--- src/hw/rtl/mkda_pkg.sv ---
// mkda_pkg: constants, register codes and shared types for the multi-key
// debounce and auto-repeat block. No dependencies.
`default_nettype none

package mkda_pkg;

  // key count and field widths
  localparam int unsigned KEY_COUNT = 5;
  localparam int unsigned FIELD_W   = 5;
  localparam int unsigned TIME_W    = 32;
  localparam int unsigned CFG_W     = 16;
  localparam int unsigned CFG_IDX_W = 2;

  // keys that reach the 5-bit output fields
  localparam int unsigned OUT_KEYS  = (KEY_COUNT < FIELD_W) ? KEY_COUNT : FIELD_W;

  // configuration register indexes
  typedef enum logic [CFG_IDX_W-1:0] {
    CFG_MIN_TOGGLE    = 2'd0,
    CFG_REPEAT_START  = 2'd1,
    CFG_REPEAT_PERIOD = 2'd2
  } cfg_idx_e;

  // register reset values
  localparam logic [CFG_W-1:0] MIN_TOGGLE_RST    = 16'd20;
  localparam logic [CFG_W-1:0] REPEAT_START_RST  = 16'd500;
  localparam logic [CFG_W-1:0] REPEAT_PERIOD_RST = 16'd100;

  // timing configuration seen by every lane
  typedef struct packed {
    logic [CFG_W-1:0] min_toggle;
    logic [CFG_W-1:0] repeat_start;
    logic [CFG_W-1:0] repeat_period;
  } cfg_t;

  // per-key result of one scan
  typedef struct packed {
    logic held;
    logic changed;
    logic repeated;
  } lane_t;

endpackage

`default_nettype wire

--- src/hw/rtl/mkda_scan_if.sv ---
// mkda_scan_if: valid/ready channel carrying one key scan.
// Depends on mkda_pkg for field widths.
`default_nettype none

interface mkda_scan_if;
  logic                           valid;
  logic                           ready;
  logic [mkda_pkg::FIELD_W-1:0]   key_levels;
  logic [mkda_pkg::TIME_W-1:0]    now_time;

  modport source (output valid, output key_levels, output now_time, input ready);
  modport sink   (input valid, input key_levels, input now_time, output ready);
endinterface

`default_nettype wire

--- src/hw/rtl/mkda_result_if.sv ---
// mkda_result_if: valid/ready channel carrying one debounce result.
// Depends on mkda_pkg for field widths.
`default_nettype none

interface mkda_result_if;
  logic                           valid;
  logic                           ready;
  logic [mkda_pkg::FIELD_W-1:0]   debounced_keys;
  logic [mkda_pkg::FIELD_W-1:0]   change_pulses;
  logic [mkda_pkg::FIELD_W-1:0]   repeat_pulses;

  modport source (output valid, output debounced_keys, output change_pulses,
                  output repeat_pulses, input ready);
  modport sink   (input valid, input debounced_keys, input change_pulses,
                  input repeat_pulses, output ready);
endinterface

`default_nettype wire

--- src/hw/rtl/mkda_key_lane.sv ---
// mkda_key_lane: debounce and auto-repeat state of one key.
// Depends on mkda_pkg for widths and the cfg_t / lane_t types.
`default_nettype none

module mkda_key_lane (
  input  wire logic                        clk_i,
  input  wire logic                        rst_ni,
  input  wire logic                        scan_en_i,
  input  wire logic                        level_i,
  input  wire logic [mkda_pkg::TIME_W-1:0] now_i,
  input  wire mkda_pkg::cfg_t              cfg_i,
  output mkda_pkg::lane_t                  lane_o
);

  logic                        state_q, state_d;
  logic [mkda_pkg::TIME_W-1:0] change_q, change_d;
  logic [mkda_pkg::TIME_W-1:0] repeat_q, repeat_d;
  logic [mkda_pkg::TIME_W-1:0] since_change;
  logic [mkda_pkg::TIME_W-1:0] since_repeat;
  logic                        toggle_ok;
  logic                        start_ok;
  logic                        period_ok;
  logic                        do_change;
  logic                        do_repeat;

  // elapsed ticks, wrapping modulo 2^32
  assign since_change = now_i - change_q;
  assign since_repeat = now_i - repeat_q;

  assign toggle_ok = since_change >= {16'd0, cfg_i.min_toggle};
  assign start_ok  = since_change >= {16'd0, cfg_i.repeat_start};
  assign period_ok = since_repeat >= {16'd0, cfg_i.repeat_period};

  // a differing level changes state; a held pressed level may repeat
  assign do_change = (level_i != state_q) && toggle_ok;
  assign do_repeat = (level_i == state_q) && level_i && start_ok && period_ok;

  always_comb begin
    state_d  = state_q;
    change_d = change_q;
    repeat_d = repeat_q;
    if (do_change) begin
      state_d  = level_i;
      change_d = now_i;
    end
    if (do_repeat) begin
      repeat_d = now_i;
    end
  end

  assign lane_o.held     = state_d;
  assign lane_o.changed  = do_change;
  assign lane_o.repeated = do_repeat;

  // state advances on each scan transfer
  always_ff @(posedge clk_i or negedge rst_ni) begin
    if (!rst_ni) begin
      state_q  <= 1'b0;
      change_q <= '0;
      repeat_q <= '0;
    end else if (scan_en_i) begin
      state_q  <= state_d;
      change_q <= change_d;
      repeat_q <= repeat_d;
    end
  end

endmodule

`default_nettype wire

--- src/hw/rtl/mkda_merge.sv ---
// mkda_merge: gathers the lane results into the output fields and holds
// them in the output register. Depends on mkda_pkg and mkda_result_if.
`default_nettype none

module mkda_merge (
  input  wire logic                                   clk_i,
  input  wire logic                                   rst_ni,
  input  wire logic                                   scan_valid_i,
  output logic                                        scan_ready_o,
  input  wire mkda_pkg::lane_t [mkda_pkg::KEY_COUNT-1:0] lanes_i,
  mkda_result_if.source                               result
);

  logic                         valid_q;
  logic [mkda_pkg::FIELD_W-1:0] held_q, held_d;
  logic [mkda_pkg::FIELD_W-1:0] chg_q, chg_d;
  logic [mkda_pkg::FIELD_W-1:0] rep_q, rep_d;
  logic                         load;

  // output register empties or drains this cycle
  assign scan_ready_o = !valid_q || result.ready;
  assign load         = scan_valid_i && scan_ready_o;

  // pack lane bits; keys past the field width are dropped
  always_comb begin
    held_d = '0;
    chg_d  = '0;
    rep_d  = '0;
    for (int unsigned k = 0; k < mkda_pkg::OUT_KEYS; k++) begin
      held_d[k] = lanes_i[k].held;
      chg_d[k]  = lanes_i[k].changed;
      rep_d[k]  = lanes_i[k].repeated;
    end
  end

  // output valid flag
  always_ff @(posedge clk_i or negedge rst_ni) begin
    if (!rst_ni) begin
      valid_q <= 1'b0;
    end else if (scan_ready_o) begin
      valid_q <= scan_valid_i;
    end
  end

  // output payload
  always_ff @(posedge clk_i) begin
    if (load) begin
      held_q <= held_d;
      chg_q  <= chg_d;
      rep_q  <= rep_d;
    end
  end

  assign result.valid          = valid_q;
  assign result.debounced_keys = held_q;
  assign result.change_pulses  = chg_q;
  assign result.repeat_pulses  = rep_q;

endmodule

`default_nettype wire

--- src/hw/rtl/multi_key_debounce_autorepeat.sv ---
// multi_key_debounce_autorepeat: top level with configuration registers,
// one lane per key and the merge stage. Depends on mkda_pkg, mkda_scan_if,
// mkda_result_if, mkda_key_lane and mkda_merge.
//
// Usage:
//   scan   : sink channel, one transfer per key scan (key_levels, now_time).
//   result : source channel, one transfer per scan (debounced_keys,
//            change_pulses, repeat_pulses).
//   cfg    : write port, cfg_idx_i selects min_toggle (0), repeat_start (1)
//            or repeat_period (2); other indexes are ignored. Write only
//            while no scan is in flight.
// Result valid follows in the cycle after scan transfer. Throughput is
// one scan per cycle unless stalled: all key lanes evaluate in parallel,
// each with two 32-bit subtract-and-compare paths, and the output
// register holds the merged result. When the receiver stalls, scan.ready
// drops while the output register is full and rises once it is taken.
// Reset clears all keys to released with zero time stamps and loads the
// register defaults (20, 500, 100 ticks); keys are not sampled.
`default_nettype none

module multi_key_debounce_autorepeat (
  input  wire logic                           clk_i,
  input  wire logic                           rst_ni,
  input  wire logic                           cfg_we_i,
  input  wire logic [mkda_pkg::CFG_IDX_W-1:0] cfg_idx_i,
  input  wire logic [mkda_pkg::CFG_W-1:0]     cfg_data_i,
  mkda_scan_if.sink                           scan,
  mkda_result_if.source                       result
);

  mkda_pkg::cfg_t                                cfg_q;
  mkda_pkg::lane_t [mkda_pkg::KEY_COUNT-1:0]     lanes;
  logic                                          scan_ready;
  logic                                          scan_en;

  // configuration registers
  always_ff @(posedge clk_i or negedge rst_ni) begin
    if (!rst_ni) begin
      cfg_q.min_toggle    <= mkda_pkg::MIN_TOGGLE_RST;
      cfg_q.repeat_start  <= mkda_pkg::REPEAT_START_RST;
      cfg_q.repeat_period <= mkda_pkg::REPEAT_PERIOD_RST;
    end else if (cfg_we_i) begin
      case (cfg_idx_i)
        mkda_pkg::CFG_MIN_TOGGLE:    cfg_q.min_toggle    <= cfg_data_i;
        mkda_pkg::CFG_REPEAT_START:  cfg_q.repeat_start  <= cfg_data_i;
        mkda_pkg::CFG_REPEAT_PERIOD: cfg_q.repeat_period <= cfg_data_i;
        default: ;
      endcase
    end
  end

  assign scan.ready = scan_ready;
  assign scan_en    = scan.valid && scan_ready;

  // one lane per key; keys past the field width see a released level
  for (genvar k = 0; k < mkda_pkg::KEY_COUNT; k++) begin : g_lane
    logic level;
    if (k < mkda_pkg::FIELD_W) begin : g_in
      assign level = scan.key_levels[k];
    end else begin : g_pad
      assign level = 1'b0;
    end

    mkda_key_lane u_lane (
      .clk_i     (clk_i),
      .rst_ni    (rst_ni),
      .scan_en_i (scan_en),
      .level_i   (level),
      .now_i     (scan.now_time),
      .cfg_i     (cfg_q),
      .lane_o    (lanes[k])
    );
  end

  // merge lanes into the output register
  mkda_merge u_merge (
    .clk_i        (clk_i),
    .rst_ni       (rst_ni),
    .scan_valid_i (scan.valid),
    .scan_ready_o (scan_ready),
    .lanes_i      (lanes),
    .result       (result)
  );

endmodule

`default_nettype wire

--- src/flat_wrapper.sv ---
// flat-port wrapper written by rule: the top's interface ports become plain ports
module multi_key_debounce_autorepeat_flat 
  (clk_i, rst_ni, cfg_we_i, cfg_idx_i, cfg_data_i, scan_valid, scan_key_levels, scan_now_time, scan_ready, result_valid, result_debounced_keys, result_change_pulses, result_repeat_pulses, result_ready);
  mkda_scan_if scan_i ();
  mkda_result_if result_i ();
  input  wire logic clk_i;
  input  wire logic rst_ni;
  input  wire logic cfg_we_i;
  input  wire logic [mkda_pkg::CFG_IDX_W-1:0] cfg_idx_i;
  input  wire logic [mkda_pkg::CFG_W-1:0] cfg_data_i;
  input wire logic [$bits(scan_i.valid)-1:0] scan_valid;
  input wire logic [$bits(scan_i.key_levels)-1:0] scan_key_levels;
  input wire logic [$bits(scan_i.now_time)-1:0] scan_now_time;
  output wire logic [$bits(scan_i.ready)-1:0] scan_ready;
  output wire logic [$bits(result_i.valid)-1:0] result_valid;
  output wire logic [$bits(result_i.debounced_keys)-1:0] result_debounced_keys;
  output wire logic [$bits(result_i.change_pulses)-1:0] result_change_pulses;
  output wire logic [$bits(result_i.repeat_pulses)-1:0] result_repeat_pulses;
  input wire logic [$bits(result_i.ready)-1:0] result_ready;
  assign scan_i.valid = scan_valid;
  assign scan_i.key_levels = scan_key_levels;
  assign scan_i.now_time = scan_now_time;
  assign scan_ready = scan_i.ready;
  assign result_valid = result_i.valid;
  assign result_debounced_keys = result_i.debounced_keys;
  assign result_change_pulses = result_i.change_pulses;
  assign result_repeat_pulses = result_i.repeat_pulses;
  assign result_i.ready = result_ready;
  multi_key_debounce_autorepeat u_core (.clk_i(clk_i), .rst_ni(rst_ni), .cfg_we_i(cfg_we_i), .cfg_idx_i(cfg_idx_i), .cfg_data_i(cfg_data_i), .scan(scan_i), .result(result_i));
endmodule
--- config.mk ---
export PLATFORM = sky130hd
export DESIGN_NAME = multi_key_debounce_autorepeat_flat
export DESIGN_NICKNAME = d
export VERILOG_FILES = /design/src/hw/rtl/mkda_pkg.sv /design/src/hw/rtl/mkda_scan_if.sv /design/src/hw/rtl/mkda_result_if.sv /design/src/hw/rtl/mkda_key_lane.sv /design/src/hw/rtl/mkda_merge.sv /design/src/hw/rtl/multi_key_debounce_autorepeat.sv /design/src/flat_wrapper.sv
export SDC_FILE = /design/constraint.sdc
export NUM_CORES = 1
export LEC_CHECK = 0
export CAP_MARGIN = 20
export CORE_ASPECT_RATIO = 1.2
export CORE_MARGIN = 2
export CORE_UTILIZATION = 61
export CTS_BUF_LIST = sky130_fd_sc_hd__clkbuf_4 sky130_fd_sc_hd__clkbuf_8
export DETAILED_ROUTE_END_ITERATION = 8
export DONT_BUFFER_PORTS = 1
export PLACE_DENSITY = 0.91
export SYNTH_ARGS = -nofsm -noshare
export SYNTH_HDL_FRONTEND = slang
export SYNTH_HIERARCHICAL = 1
export SYNTH_SLANG_ARGS = --single-unit
--- constraint.sdc ---
create_clock -name clk_i -period 4.6 [get_ports clk_i]
set_input_delay 1.38 -clock clk_i [delete_from_list [all_inputs] [get_ports clk_i]]
set_output_delay 1.38 -clock clk_i [all_outputs]
set_load 0.01 [all_outputs]
==> results.cfg, run 1 <==
[run_status]
outcome = aborted with a tool error
lastStage = 5_1_grt
error = [ERROR GRT-0116] Global routing finished with congestion. Check the congestion regions in the DRC Viewer.

[yosys]
synthArstFlopShare_pct = 96.1
ys.flop_type = dfrtp_1
syn-cell-area_mm2 = 0.0422
yosysUniqueCellTypes = 101
ys_seq_area_share_pct = 23.3
avgSynthCellArea_um2 = 8.65
ys_ff_latch = 389
yosys_warnings = 6
netlist_instances = 4882
synth_nets = 5507
synth_edf_count = 15

[grt]
grt_pass1_vias = 63800
grt-ovfl-total = 762
grt_max_degree = 375
grt_pass1_wl_um = 458000
track_usage_pct = 85.5

[clock_tree]
h-tree-depth = 3
cts-buffers-inserted = 73
cts_buffer_depth = 3
cts_sinks = 389
ctsHoldBuffers = 0
root_buffer = clkbuf_8

[place]
post-dp-hpwl_um = 117000
portBuffers = 0
placed_area_mm2 = 0.0495
place_congestion = 1.05

[die]
initial_core_util_pct = 61.7
rows = 105
num_io_pins = 77
die_h_um = 292
die_w_um = 244
-- cell families after synthesis --
family	Yosys count	synth area share, %
buffers and inverters	797	8.10
xor gates and xnor gates	201	4.17
adders and majority gates	565	16.9
AOI/OAI and AO/OA	1328	21.1
and+or+nand+nor	1199	14.5
muxes	403	11.9
DFF	389	23.3
-- through the flow --
| stage | util (%) | setup slack, ps | instances | hold WS [ps] |
|---|---|---|---|---|
| after floorplan | - | -864 | 4882 | 458 |
| after global placement | 72.3 | -1320 | 6433 | 467 |
| after detailed placement | 72.3 | -1470 | 6433 | 476 |
| after CTS | 77.5 | -682 | 6647 | 367 |
-- cells in the mapped netlist (108+ instances only) --
library cell	n	share of area [%]
inv_1	615	5.5
ha_1	555	16
a21oi_1	409	4.8
dfrtp_1	363	22
nand2_1	353	3.1
nor2_1	241	2.1
o21ai_0	213	2.5
a21o_1	154	2.7
mux2_4	145	5.2
xnor2_1	139	2.9
mux2_1	116	3.1
mux2_2	112	3.0
nand4_1	108	1.6
-- what timing repair did --
action,in CTS
setup buffers,66
pin swaps,110
resized for setup,210
gates cloned,20
setup endpoints to repair,339
-- metal layers --
layer | GRT usage (%) | overflow
met1 | 83.1 | 77
met2 | 93.8 | 406
met3 | 81.4 | 66
met4 | 83.6 | 207
met5 | 71.1 | 6
==> inputs of run 2 (changes only) <==
--- a/config.mk
+++ b/config.mk
@@ -6,13 +6,11 @@
 export NUM_CORES = 1
 export LEC_CHECK = 0
 export CAP_MARGIN = 20
-export CORE_ASPECT_RATIO = 1.2
 export CORE_MARGIN = 2
-export CORE_UTILIZATION = 61
-export CTS_BUF_LIST = sky130_fd_sc_hd__clkbuf_4 sky130_fd_sc_hd__clkbuf_8
+export CORE_UTILIZATION = 40
 export DETAILED_ROUTE_END_ITERATION = 8
 export DONT_BUFFER_PORTS = 1
-export PLACE_DENSITY = 0.91
+export PLACE_DENSITY_LB_ADDON = 0.15
 export SYNTH_ARGS = -nofsm -noshare
 export SYNTH_HDL_FRONTEND = slang
 export SYNTH_HIERARCHICAL = 1
==> constraint.sdc (replaced) <==
create_clock -name clk_i -period 5.98 [get_ports clk_i]
set_input_delay 1.794 -clock clk_i [delete_from_list [all_inputs] [get_ports clk_i]]
set_output_delay 1.794 -clock clk_i [all_outputs]
set_load 0.01 [all_outputs]
==> run 2 against run 1 <==
Against the previous run: synthesized cell count did not move; synthesized area did not move; the flow now finishes without violations.
==> results.cfg, run 2 <==
[run_status]
outcome = finished clean

[yosys]
netlist_instances = 4882
avgSynthCellArea_um2 = 8.65
synth_nets = 5507
synth_common_cells = inv_1 (615), ha_1 (555), a21oi_1 (409), dfrtp_1 (363), nand2_1 (353)
synthArstFlopShare_pct = 96.1
ys.flop_type = dfrtp_1
synth_edf_count = 15
synth_most_common_cell = inv_1
yosysTopAreaCellShare_pct = 21.5
synth_top_cell_by_area = dfrtp_1
syn-cell-area_mm2 = 0.0422
ys_ff_latch = 389
yosysUniqueCellTypes = 101
ys_seq_area_share_pct = 23.3
yosys_warnings = 6
synth_area_leaders = dfrtp_1 (22%), ha_1 (16%), inv_1 (5.5%)

[clock_tree]
cts_sinks = 389
cts-buffers-inserted = 52
root_buffer = clkbuf_16
clk_pin_slew_ps = 60
clock_latency_ps = 680
cts_buffer_depth = 3
cts_tree = built
ctsHoldBuffers = 0
h-tree-depth = 2

[detailed_routing]
routedWlPerCell_um = 21.6
wl_met1_um = 66200
firstDrtPassIters = 6
routed-wl-met3_um = 8230
totalWireLength_um = 140000
dr.first_iter.drc_count = 2968
viasPerCell = 5.71
postRouteAntennaNets = 0
routed.top_layer = met5
wl_met2_um = 60900
drc = 0
vias = 37000

[cells_and_area]
drive_gt1_share_pct = 15.1
synthToLayoutAreaGrowth_pct = 12.0
final_nets = 5664
largestRegisters = u_core/g_lane.u_lane/change_q: 160 flops, u_core/g_lane.u_lane/repeat_q: 160 flops, u_core/cfg_q: 48 flops
finalNonFillerCells = 6481
final_common_cell = inv_1
final_cell_mix = inv_1 (615), ha_1 (555), a21oi_1 (407), dfrtp_1 (363), nand2_1 (353)

[grt]
grt-ovfl-total = 0
track_usage_pct = 25.4
grt_pass1_wl_um = 213000
grt_max_degree = 375
antenna_found_initial = 10
grt_pass1_vias = 35400

[flow_run]
maxCapViolCount = 0

[power]
powerDensity_mw_per_mm2 = 458
ir_worst_vdd_mv = 0.290
power_mw = 21.7
power_leakage_nw = 22.5

[timing]
max_freq_mhz = 175
finalSetupViolCount = 0
setup_ws_ps = 257
hold_viol = 0
relSlewSlack_pct = 31.6
worst_pin_slew_ps = 1030
finalCritPeriodShare_pct = 95.7
fin_skew_ps = 43.3
fin_crit_ps = 5720
drv_slew = 0

[critical_path]
required_ps = 6520
path_max_fanout = 24
r2r_end = u_core/g_lane[4].u_lane/repeat_q[18]$_DFFE_PN0P_
worst_r2r_path_depth = 21
cp-end-kind = flop
worstPathArrival_ps = 6260
timing.rr.start = u_core/g_lane[4].u_lane/repeat_q[0]$_DFFE_PN0P_
ff2ff_setup_slack_ps = 1100
start_kind = input port
path_class = in -> reg

[die]
rows = 119
initial_core_util_pct = 40.2
die_w_um = 329
dieArea_mm2 = 0.108
die_h_um = 329
coreArea_mm2 = 0.105
num_io_pins = 77

[place]
post-dp-hpwl_um = 102000
pre_cts_ws_ps = -496
dp.cells = 6373
place_congestion = 0.917
portBuffers = 0

[min_path]
min_to = u_core/g_lane[3].u_lane/repeat_q[26]$_DFFE_PN0P_
min_path_cells = 1
min_from = u_core/g_lane[3].u_lane/repeat_q[26]$_DFFE_PN0P_
hold_class = reg -> reg
run 2: cell counts after synthesis:
Identical to the previous run, type by type.
run 2: repair_timing:
| action | CTS | global route |
|---|---|---|
| buffers inserted | 0 | 3 |
| gates resized for setup | 0 | 22 |
| setup endpoints to repair | 0 | 139 |
run 2: logic make-up after synthesis:
logic type                 after synthesis  synth area share (%)
muxes                                  403                  11.9
buffers and inverters                  797                  8.10
adders and majority gates              565                  16.9
DFF                                    389                  23.3
and+or+nand+nor                       1199                  14.5
xor gates and xnor gates               201                  4.17
AOI/OAI and AO/OA                     1328                  21.1
run 2: per-stage QoR:
stage	TNS (ps)	instance area, um2	util [%]	hold WS, ps
2_1_floorplan	0	42300	-	458
3_3_place_gp	-73480	45300	43.2	467
3_5_place_dp	-89790	45300	43.2	475
4_1_cts	0	47100	44.9	487
5_1_grt	-266	47300	45.1	494
6_report	0	47300	45.1	481
run 2: how the worst max path moves through the flow:
stage                startpoint                                                to  slack, ps  depth (start not counted)
2_1_floorplan  scan_now_time[0]  u_core/g_lane[0].u_lane/repeat_q[10]$_DFFE_PN0P_         40                         22
3_3_place_gp   scan_now_time[0]   u_core/g_lane[4].u_lane/repeat_q[0]$_DFFE_PN0P_       -420                         23
3_5_place_dp   scan_now_time[0]   u_core/g_lane[4].u_lane/repeat_q[2]$_DFFE_PN0P_       -500                         23
4_1_cts        scan_now_time[0]  u_core/g_lane[3].u_lane/repeat_q[20]$_DFFE_PN0P_        190                         23
5_1_grt        scan_now_time[0]  u_core/g_lane[0].u_lane/repeat_q[17]$_DFFE_PN0P_        -30                         22
6_report       scan_now_time[0]  u_core/g_lane[4].u_lane/repeat_q[18]$_DFFE_PN0P_        260                         22
run 2: critical path: stages:
cell and delay, ps:
inv_1 60, ha_1 190, inv_1 60, fa_1 380
a21o_1 190, a221o_1 420, a21o_1 210, a21oi_1 170
xnor2_1 90, ha_1 190, a21o_1 160, a221o_1 330
a21o_1 210, a2111oi_4 280, nand4_1 150, nor4_2 170
nand4_1 180, o41ai_2 310, buf_4 180, a211oi_4 40
buf_12 180, mux2_1 320
run 2: metal layers:
layer / up-vias / GRT usage [%]
li1: 18000 / -
met1: 17800 / 35.7
met2: 997 / 39.6
met3: 199 / 3.82
met4: 14 / 8.53
met5: - / 0
run 2: layout make-up:
cell class	instances	area [um2]
flip-flops and latches	389	9820
clock inverters	33	393
multi-input cells	3696	29200
fillers	10300	57700
well taps	1391	1740
repair buffers	285	2430
inverters	615	2310
diodes	7	17.5
clock buffers	65	1390
run 2: power breakdown:
group / switching (mW) / total [mW] / internal, mW
Clock: 1.41 / 3.34 / 1.93
Sequential: 0.611 / 4.05 / 3.44
Combinational: 7.77 / 14.3 / 6.49
Total: 9.79 / 21.7 / 11.9
Power figures use the tool's default switching activity.
==> inputs of run 3 (changes only) <==
==> constraint.sdc (replaced) <==
create_clock -name clk_i -period 5.98 [get_ports clk_i]
set_input_delay 1.794 -clock clk_i [delete_from_list [all_inputs] [get_ports clk_i]]
set_output_delay 1.794 -clock clk_i [all_outputs]
set_load 0.1 [all_outputs]
==> run 3 against run 2 <==
Against the previous run: count of clock-buffer cells in the layout increased by 1; via count decreased by 0.18%; first-iteration DRC count decreased by 6.6%; maximum frequency decreased by 2.2%; worst hold slack about the same; critical path type unchanged; largest power group unchanged.
==> results.cfg, run 3 (synthesized netlist as in run 2, its figures left out) <==
[run_status]
outcome = finished clean

[place]
place_congestion = 0.918
portBuffers = 0
post-dp-hpwl_um = 102000

[clock_tree]
root_buffer = clkbuf_16
h-tree-depth = 2
clock_latency_ps = 670
clk_pin_slew_ps = 50
cts_sinks = 389
cts_tree = built
cts_buffer_depth = 3
cts-buffers-inserted = 53

[critical_path]
max_stage_delay_ps = 430
start_kind = input port
cp-end-kind = flop
crit_top_cell = nand4_1
critPathBufInv = 6
ff2ff_setup_slack_ps = 900
worst_r2r_path_depth = 23
timing.rr.start = u_core/g_lane[3].u_lane/repeat_q[0]$_DFFE_PN0P_
critical_path_depth = 24
worstPathArrival_ps = 6360
crit_chain = inv_4 > ha_4 > inv_2 > fa_2 > a21o_1 > a221o_1 > a22oi_2 > inv_1 > a31oi_1 > xnor2_1 > ha_1 > a21oi_2 > nand2_1 > a22o_1 > a2111oi_4 > nand4_1 > nor4_2 > nand4_1 > o41ai_2 > buf_4 > a211oi_4 > buf_12 > clkbuf_16 > mux2_4
crit_end = u_core/g_lane[3].u_lane/repeat_q[28]$_DFFE_PN0P_
path_max_fanout = 15
slowest_stage = a221o_1
path_class = in -> reg
startpoint = scan_now_time[0]
required_ps = 6500
cp_top_family = compound AO/OA/AOI/OAI gates
r2r_end = u_core/g_lane[3].u_lane/repeat_q[28]$_DFFE_PN0P_

[timing]
relSlewSlack_pct = 29.2
fin_crit_ps = 5850
finalSetupViolCount = 0
worst_pin_slew_ps = 1060
finalCritPeriodShare_pct = 97.8
hold_viol = 0
fin_skew_ps = 33.7
max_freq_mhz = 171
setup_tns_ps = 0
drv_slew = 0

[detailed_routing]
dr.first_iter.drc_count = 2772
viasPerCell = 5.71
routedWlPerCell_um = 21.6
drc = 0
firstDrtPassIters = 5
totalWireLength_um = 140000
vias = 37000
postRouteAntennaNets = 0

[grt]
grt_pass1_wl_um = 213000
antenna_found_initial = 12
grt_pass1_vias = 35400
grt_max_degree = 375
track_usage_pct = 25.4
grt-ovfl-total = 0

[cells_and_area]
final_cell_mix = inv_1 (613), ha_1 (554), a21oi_1 (407), dfrtp_1 (363), nand2_1 (353)
final_nets = 5663
largestRegisters = u_core/g_lane.u_lane/change_q: 160 flops, u_core/g_lane.u_lane/repeat_q: 160 flops, u_core/cfg_q: 48 flops
drive_gt1_share_pct = 15.2
final_common_cell = inv_1
synthToLayoutAreaGrowth_pct = 11.9
nFillCells = 10400

[die]
coreArea_mm2 = 0.105
num_io_pins = 77
dieArea_mm2 = 0.108
rows = 119
die_h_um = 329
initial_core_util_pct = 40.2
die_w_um = 329

[power]
power_leakage_nw = 22.5
ir_worst_vdd_mv = 0.265
power_mw = 21.6
powerDensity_mw_per_mm2 = 458

[min_path]
hold_class = reg -> reg

[flow_run]
maxCapViolCount = 0
run 3: cell count changes in the layout (fill, tap and decap cells not counted), moves of 4 or more:
cell      change
mux2_1       -10
mux2_4       +10
clkinv_2      +6
diode_2       -4
run 3: repair_timing:
item,in CTS,in global routing
buffers inserted,0,3
gates resized for setup,0,27
endpoints found under the setup margin,0,82
hold buffers,0,0
run 3: layer usage:
metal | GRT usage [%] | part of all wire [%] | vias to the layer above
met4 | 8.21 | 3.3 | 12
met2 | 39.8 | 43 | 916
met3 | 3.81 | 5.7 | 171
met5 | 0 | 0.054 | -
li1 | - | - | 18000
met1 | 35.8 | 48 | 17900
run 3: cell type report:
type	instances	area [um2]	share of cell area, %
Multi-Input combinational cell	3696	29200	61.8
Antenna cell	3	7.51	0.0159
Clock buffer	66	1410	2.97
Inverter	615	2310	4.89
Timing Repair Buffer	283	2400	5.09
Tap cell	1391	1740	3.68
Clock inverter	33	350	0.742
Sequential cell	389	9820	20.8
run 3: worst min-delay path by stage:
stage	startpoint	to	slack [ps]	cells after the start
global route	u_core/g_lane[2].u_lane/repeat_q[26]$_DFFE_PN0P_	u_core/g_lane[2].u_lane/repeat_q[26]$_DFFE_PN0P_	500	1
detailed placement	u_core/g_lane[0].u_lane/repeat_q[15]$_DFFE_PN0P_	u_core/g_lane[0].u_lane/repeat_q[15]$_DFFE_PN0P_	470	1
finish	u_core/g_lane[2].u_lane/repeat_q[22]$_DFFE_PN0P_	u_core/g_lane[2].u_lane/repeat_q[22]$_DFFE_PN0P_	480	1
CTS	u_core/g_lane[3].u_lane/repeat_q[23]$_DFFE_PN0P_	u_core/g_lane[3].u_lane/repeat_q[23]$_DFFE_PN0P_	490	1
floorplan	u_core/g_lane[0].u_lane/repeat_q[10]$_DFFE_PN0P_	u_core/g_lane[0].u_lane/repeat_q[10]$_DFFE_PN0P_	460	1
global placement	u_core/g_lane[4].u_lane/repeat_q[12]$_DFFE_PN0P_	u_core/g_lane[4].u_lane/repeat_q[12]$_DFFE_PN0P_	470	1
run 3: report_power, final:
| group | internal (mW) | leakage [nW] | total [mW] | switching (mW) |
|---|---|---|---|---|
| logic | 6.49 | 17.1 | 14.2 | 7.75 |
| clock network | 1.90 | 0.861 | 3.26 | 1.36 |
| registers | 3.44 | 4.55 | 4.12 | 0.678 |
| total | 11.8 | 22.5 | 21.6 | 9.79 |
run 3: stage by stage:
stage | cells | area [um2] | worst slack (ps) | hold slack [ps] | utilization (%)
floorplan | 4882 | 42300 | 38.8 | 458 | -
global placement | 6370 | 45300 | -454 | 467 | 43.1
detailed placement | 6370 | 45300 | -531 | 475 | 43.1
CTS | 6469 | 47000 | 129 | 487 | 44.8
global route | 6473 | 47200 | -10.5 | 499 | 45.0
finish | 6476 | 47200 | 131 | 481 | 45.0
run 3: worst register-to-register path: stages, from the launching register on:
cell and delay, ps:
dfrtp_1 390, ha_4 160, inv_2 40, fa_2 380, a21o_1 210, a221o_1 430
a22oi_2 220, inv_1 80, a31oi_1 190, xnor2_1 100, ha_1 340, a21oi_2 140
nand2_1 60, a22o_1 220, a2111oi_4 290, nand4_1 140, nor4_2 270, nand4_1 130
o41ai_2 270, buf_4 200, a211oi_4 50, buf_12 180, clkbuf_16 160, mux2_4 290
